File: config.mk
export PLATFORM = sky130hd
export DESIGN_NAME = age_ordered_two_class_queue
export DESIGN_NICKNAME = d
export VERILOG_FILES = /design/src/rtl/aotq_pkg.sv /design/src/rtl/age_ordered_two_class_queue.sv
export SDC_FILE = /design/constraint.sdc
export NUM_CORES = 2
export LEC_CHECK = 0
export ABC_AREA = 1
export BUFFER_PORTS_ARGS = -buffer_cell sky130_fd_sc_hd__buf_2
export CAP_MARGIN = 10
export CORE_MARGIN = 10
export CORE_UTILIZATION = 35
export DETAILED_ROUTE_END_ITERATION = 8
export GPL_ROUTABILITY_DRIVEN = 0
export HOLD_SLACK_MARGIN = 0.06
export PLACE_DENSITY_LB_ADDON = 0.12
export SYNTH_ARGS = -nofsm -noshare
export SYNTH_HDL_FRONTEND = slang
export SYNTH_SLANG_ARGS = --single-unit
File: constraint.sdc
create_clock -name clk -period 17.4 [get_ports clk]
set_input_delay 0.87 -clock clk [delete_from_list [all_inputs] [get_ports clk]]
set_output_delay 0.87 -clock clk [all_outputs]
set_load 0.1 [all_outputs]
File: src/rtl/aotq_pkg.sv
`default_nettype none

package aotq_pkg;

	localparam int QUEUE_DEPTH = 16;
	localparam int TAG_BITS    = 16;
	localparam int STAMP_W     = 32;
	localparam int PTR_W       = (QUEUE_DEPTH > 1) ? $clog2(QUEUE_DEPTH) : 1;
	localparam int CNT_W       = $clog2(QUEUE_DEPTH + 1);

	typedef enum logic [1:0] {
		CMD_ENQ    = 2'd0,
		CMD_DEQ_ANY = 2'd1,
		CMD_DEQ_C0 = 2'd2,
		CMD_DEQ_C1 = 2'd3
	} cmd_t;

	typedef enum logic [1:0] {
		ST_OK    = 2'd0,
		ST_EMPTY = 2'd1,
		ST_FULL  = 2'd2
	} status_t;

	typedef enum logic [1:0] {
		S_IDLE = 2'b01,
		S_EXEC = 2'b10
	} state_t;

	typedef struct packed {
		logic [TAG_BITS-1:0] tag;
		logic [STAMP_W-1:0]  stamp;
	} entry_t;

endpackage

`default_nettype wire

File: src/rtl/age_ordered_two_class_queue.sv
// A command taken at an accept edge moves the block to the execute state; the result word is
// registered at the end of that execute cycle, with done high in the cycle after it.
// A new command is not taken while busy is high; busy is high for the cycle in which the heads
// read from the two entry RAMs are used, and the next command may start in the result cycle.
// Reset (arst_n low, asynchronous): both queues empty, stamp counter zero, no result pending;
// RAM contents are not cleared. The receiver cannot stall: done lasts exactly one cycle.
`default_nettype none

module age_ordered_two_class_queue (
	input  wire logic        clk,
	input  wire logic        arst_n,
	input  wire logic        start,
	output logic             busy,
	input  wire logic [1:0]  cmd,
	input  wire logic        item_class,
	input  wire logic [15:0] item_tag,
	output logic             done,
	output logic             found,
	output logic             out_class,
	output logic [15:0]      out_tag,
	output logic [31:0]      out_stamp,
	output logic [1:0]       status
);

	localparam int Depth = aotq_pkg::QUEUE_DEPTH;
	localparam int TagW  = aotq_pkg::TAG_BITS;
	localparam int PtrW  = aotq_pkg::PTR_W;
	localparam int CntW  = aotq_pkg::CNT_W;
	localparam int StW   = aotq_pkg::STAMP_W;

	localparam logic [PtrW-1:0] LastPtr = PtrW'(Depth - 1);
	localparam logic [CntW-1:0] FullCnt = CntW'(Depth);

	// entry RAMs, one per class
	aotq_pkg::entry_t mem0 [Depth];
	aotq_pkg::entry_t mem1 [Depth];

	aotq_pkg::state_t state_q;

	// queue pointers and occupancy
	logic [PtrW-1:0] head0_q, tail0_q, head1_q, tail1_q;
	logic [CntW-1:0] cnt0_q, cnt1_q;
	logic [StW-1:0]  stamp_q;

	// command captured at accept
	aotq_pkg::cmd_t  cmd_q;
	logic            cls_q;
	logic [TagW-1:0] tag_q;

	// head words, registered RAM read
	aotq_pkg::entry_t rd0_s1, rd1_s1;

	logic accept;
	assign accept = start && !busy;
	assign busy   = (state_q == aotq_pkg::S_EXEC);

	// next-state logic for the execute cycle
	logic             wr0, wr1, pop0, pop1, stamp_inc;
	aotq_pkg::entry_t wr_word;
	logic             res_found, res_class;
	logic [TagW-1:0]  res_tag;
	logic [StW-1:0]   res_stamp;
	aotq_pkg::status_t res_status;
	logic [StW-1:0]   age_diff;
	logic             older0;

	// class 0 head older when the modular difference is negative; ties go to class 1
	assign age_diff = rd0_s1.stamp - rd1_s1.stamp;
	assign older0   = age_diff[StW-1];

	function automatic logic [PtrW-1:0] ptr_inc(input logic [PtrW-1:0] p);
		ptr_inc = (p == LastPtr) ? '0 : p + PtrW'(1);
	endfunction

	// the captured command only acts in the execute cycle
	always_comb begin
		wr0        = 1'b0;
		wr1        = 1'b0;
		pop0       = 1'b0;
		pop1       = 1'b0;
		stamp_inc  = 1'b0;
		wr_word    = '{tag: tag_q, stamp: stamp_q};
		res_found  = 1'b0;
		res_class  = 1'b0;
		res_tag    = '0;
		res_stamp  = '0;
		res_status = aotq_pkg::ST_EMPTY;
		if (busy) begin
			unique case (cmd_q)
				aotq_pkg::CMD_ENQ: begin
					res_class = cls_q;
					res_tag   = tag_q;
					res_stamp = stamp_q;
					if ((cls_q ? cnt1_q : cnt0_q) == FullCnt) begin
						res_status = aotq_pkg::ST_FULL;
					end else begin
						res_status = aotq_pkg::ST_OK;
						wr0        = !cls_q;
						wr1        = cls_q;
						stamp_inc  = 1'b1;
					end
				end
				aotq_pkg::CMD_DEQ_C0: begin
					pop0 = (cnt0_q != '0);
				end
				aotq_pkg::CMD_DEQ_C1: begin
					pop1 = (cnt1_q != '0);
				end
				aotq_pkg::CMD_DEQ_ANY: begin
					if (cnt0_q != '0 && cnt1_q != '0) begin
						pop0 = older0;
						pop1 = !older0;
					end else begin
						pop0 = (cnt0_q != '0);
						pop1 = (cnt1_q != '0);
					end
				end
				default: ;
			endcase
		end
		if (pop0 || pop1) begin
			res_found  = 1'b1;
			res_class  = pop1;
			res_tag    = pop1 ? rd1_s1.tag : rd0_s1.tag;
			res_stamp  = pop1 ? rd1_s1.stamp : rd0_s1.stamp;
			res_status = aotq_pkg::ST_OK;
		end
	end

	// RAMs: read heads at accept, write tail in the execute cycle.
	// busy holds off the next read until the write has landed.
	always_ff @(posedge clk) begin
		if (wr0) begin
			mem0[tail0_q] <= wr_word;
		end
		if (wr1) begin
			mem1[tail1_q] <= wr_word;
		end
		if (accept) begin
			rd0_s1 <= mem0[head0_q];
			rd1_s1 <= mem1[head1_q];
		end
	end

	// command capture and result word
	always_ff @(posedge clk) begin
		if (accept) begin
			cmd_q <= aotq_pkg::cmd_t'(cmd);
			cls_q <= item_class;
			tag_q <= TagW'(item_tag);
		end
		if (busy) begin
			found     <= res_found;
			out_class <= res_class;
			out_tag   <= 16'(res_tag);
			out_stamp <= res_stamp;
			status    <= res_status;
		end
	end

	// control state
	always_ff @(posedge clk or negedge arst_n) begin
		if (!arst_n) begin
			state_q <= aotq_pkg::S_IDLE;
			done    <= 1'b0;
			head0_q <= '0;
			tail0_q <= '0;
			head1_q <= '0;
			tail1_q <= '0;
			cnt0_q  <= '0;
			cnt1_q  <= '0;
			stamp_q <= '0;
		end else begin
			done <= busy;
			unique case (state_q)
				aotq_pkg::S_IDLE: begin
					if (start) begin
						state_q <= aotq_pkg::S_EXEC;
					end
				end
				aotq_pkg::S_EXEC: begin
					state_q <= aotq_pkg::S_IDLE;
				end
				default: state_q <= aotq_pkg::S_IDLE;
			endcase
			if (wr0) begin
				tail0_q <= ptr_inc(tail0_q);
				cnt0_q  <= cnt0_q + CntW'(1);
			end
			if (wr1) begin
				tail1_q <= ptr_inc(tail1_q);
				cnt1_q  <= cnt1_q + CntW'(1);
			end
			if (pop0) begin
				head0_q <= ptr_inc(head0_q);
				cnt0_q  <= cnt0_q - CntW'(1);
			end
			if (pop1) begin
				head1_q <= ptr_inc(head1_q);
				cnt1_q  <= cnt1_q - CntW'(1);
			end
			if (stamp_inc) begin
				stamp_q <= stamp_q + StW'(1);
			end
		end
	end

	// occupancy never exceeds the queue depth
	a_cnt_bound: assert property (@(posedge clk) disable iff (!arst_n)
		(cnt0_q <= FullCnt) && (cnt1_q <= FullCnt))
		else $error("queue occupancy beyond depth");

	// an execute cycle is always followed by a result word
	a_done_after_exec: assert property (@(posedge clk) disable iff (!arst_n)
		busy |=> done)
		else $error("execute cycle without result");

	// execute never lasts more than one cycle
	a_busy_single: assert property (@(posedge clk) disable iff (!arst_n)
		busy |=> !busy)
		else $error("busy held for two cycles");

	// a successful enqueue advances the stamp by one
	a_stamp_step: assert property (@(posedge clk) disable iff (!arst_n)
		(done && !found && status == aotq_pkg::ST_OK) |-> (stamp_q == out_stamp + StW'(1)))
		else $error("stamp not advanced on enqueue");

	// a found entry always reports ok
	a_found_ok: assert property (@(posedge clk) disable iff (!arst_n)
		(done && found) |-> (status == aotq_pkg::ST_OK))
		else $error("found entry with bad status");

endmodule

`default_nettype wire

==> results.md <==
* Outcome: completed
* Hold Path Class: input port to flop
* Synth top area share at 0.727
* Reg area at approximately 0.053 mm²
* TritonRoute pass-1 iters at 5
* Cells on worst reg2reg path at 7
* Leak Pwr at about 0.026 µW
* Reg clk slew, reported paths at 0.06 ns
* Synth warnings at 0
* Buffers on Ports at 75
* # setup viols final at 0
* Core area at roughly 0.20 mm²
* Worst Path Required at 17.84 ns
* Critical Path End Type: flop
* Cell taking the most area after synthesis: edfxtp_1
* Routed via count at 43300
* Max-slew headroom at 0.191
* Antenna-violating nets left at 0
* Layout Utilization at 0.401
* Critical path type: flop to flop
* Largest net degree at the start of global routing at around 150
* Dominant cell by count in the synthesized netlist: edfxtp_1
* Die Area at 0.219 mm²
* Clk buf depth at 3
* Worst setup SP type: flop
* Power density cells at approximately 130 mW/mm²
* Site Rows at roughly 160
* Unique masters post-synth at 36
* Final Max Tran Viols at 0
* Initial antenna violation count at 8
* Gr usage total at 0.197
* Layout cells sized above 1 at 0.0973
* Root Buffer: clkbuf_16
* CTS tree: yes
* Period utilization at 0.291
* Die width at about 470 µm
* Placed wire-length estimate at between 100 and 150 mm
* Clk_skew at roughly 0.032 ns
* Final nets at between 5000 and 6000
* Synth Flop Type: edfxtp_1
* Final Power at slightly above 10000 µW
* WHS at 0.215 ns
* Mean post-synth cell area at approximately 14 µm²
* Post-synth EDFFs at around 1700
* Vias in the first global route at ~42000
* # DRC at 0
* Top cells by area, synth: edfxtp_1 73%, nor2_1 4.9%, o21ai_0 2.8%, o32ai_1 2.8%, nand2_1 2.6%
* Fraction of registers with async set/reset at 0.0346
* # clock sinks at about 1800
* # IOs at 76
* MaxCap Viol Count at 0
* Synthesized instance count at slightly above 5000
* Die Span Y at about 470 µm
* RSZ-0062 raised after global routing: false
* Non-filler cells, final at between 8000 and 9000
* Synthesized cell area at approximately 0.07 mm²
* Worst-path fanout max at 52
* Initial Util at 0.352
* Total Routed Length at 220 mm
* Drt initial violations at roughly 4100
* Htree depth at 4
* Fillers at 18700
* Fmax at 198 MHz
* Pin slew with the least headroom to its limit at around 1.2 ns
* Drt wl/cell at 27.5 µm
* P&R area growth vs syn at 14.0%
* First-pass GRT wire length at around 310 mm
* Post-synthesis net count at between 5000 and 6000
* Hold Path Depth at 1
* Max rail drop VDD at 0.107 mV
* Post-route minimum period at between 5 and 6 ns
* Via/cell ratio at 5.40
* Post-Route Setup TNS at 0 ns
* Final Hold Viols at 0
* Worst-Skew Late Latency at between 0.8 and 0.9 ns
* CP arrival at around 5.5 ns
* Multi-input logic area at 0.0160 mm²
* Overflow after GRT at 0
* Sequential area share after synthesis at 0.748
* Yosys reg bits at ~1800
* Placed Instances at between 7000 and 8000
* Synth cell count leaders: 1703 x edfxtp_1, 923 x nor2_1, 494 x nand2_1
* Num CTS Buffers at 191
* Post-CTS Setup Bufs at 0
-- placed cells by master (no fill, tap or decap), types with 4 or more instances in the layout --
cell and count:
nor2_1 887, bufinv_16 14, xor2_1 32, dfrtp_1 54, a21oi_1 14, nand2_1 494
buf_4 111, inv_16 4, o21ai_0 400, nor3_1 20, mux2i_1 157, nor4_1 9
clkbuf_1 41, buf_16 8, o221ai_1 157, clkbuf_8 7, nand3b_1 18, dfrtp_4 6
clkinv_1 44, o32ai_1 227, ha_1 50, nand4_1 51, o211ai_1 35, edfxtp_1 1703
clkbuf_16 195, clkinvlp_4 4, inv_1 144, buf_2 74, xnor2_1 9, inv_2 5
nand3_1 271, clkinv_2 33, nor2_4 36, o21ai_1 5
-- power breakdown --
group | switching (µW) | internal [µW]
Clock | 1710 | 2290
Sequential | 113 | 4740
Combinational | 1090 | 433
-- per-layer routing --
metal	wire [µm]	global-route usage
met2	107000	0.328
met4	5500	0.0512
met5	33	0
met1	97900	0.271
met3	9890	0.0255
-- what timing repair did --
item | CTS | global route
hold buffers | 1 | 0
gates resized for setup | 0 | 0
hold endpoints to repair | 31 | 0
-- critical path, cell delays in order (launching register included) --
cell,delay (ns)
edfxtp_1,0.42
inv_1,0.15
ha_4,0.75
nand3_2,0.69
nor2_2,0.63
nand2_1,0.40
nor2_4,0.83
buf_4,0.71
-- metrics by stage --
step           cell area, µm²  setup slack [ns]
5_1_grt                 80200             12.04
3_3_place_gp            73900             12.38
4_1_cts                 80000             12.27
2_1_floorplan           70400              6.26
6_report                80200             12.34
3_5_place_dp            73900             12.29
-- state kept, by name, indices dropped and copies added, names as in the netlist --
register,count
cnt1_q,5
rd0_s1,48
stamp_q,32
out_tag,16
tail0_q,4
cnt0_q,5
mem1,768
found,1
cls_q,1
status,2
state_q,2
head1_q,4
rd1_s1,48
head0_q,4
tail1_q,4
done,1
cmd_q,2
out_stamp,32
mem0,768
out_class,1
tag_q,16
-- final cells by class --
type                       count  area share
tap                         2656      0.0414
sequential                  1764       0.657
antenna                        3   0.0000936
timing repair buffer         197      0.0186
clock buffer                 243      0.0639
multi-input combinational   2889       0.200
clock inverter               103      0.0119
inverter                     156     0.00759
-- kinds of logic (layout without fill, tap and decap cells) --
kind of cell    after synthesis  count (layout)  share of synthesized area
flops                      1764            1764                      0.748
buf+inv                     488             699                     0.0281
simple gates               1795            1795                      0.105
compound gates              843             843                     0.0818
mux                         157             157                     0.0223
fa+ha+maj                    53              53                    0.00964
other cells                   0               3                          0
xor+xnor                     41              41                    0.00510
-- path summary, 6_finish.rpt --
kind                                end  slack (ns)        start
min                            tag_q[5]        0.21  item_tag[5]
min reg2reg                  state_q[0]        0.51   state_q[1]
max                        mem0[10][47]       12.34     cmd_q[0]
max reg2reg                mem0[10][47]       12.34     cmd_q[0]
min in group asynchronous   stamp_q[22]        0.73       arst_n
max in group asynchronous    head0_q[2]       15.65       arst_n
Note: power is estimated with default switching activity, not from simulation.
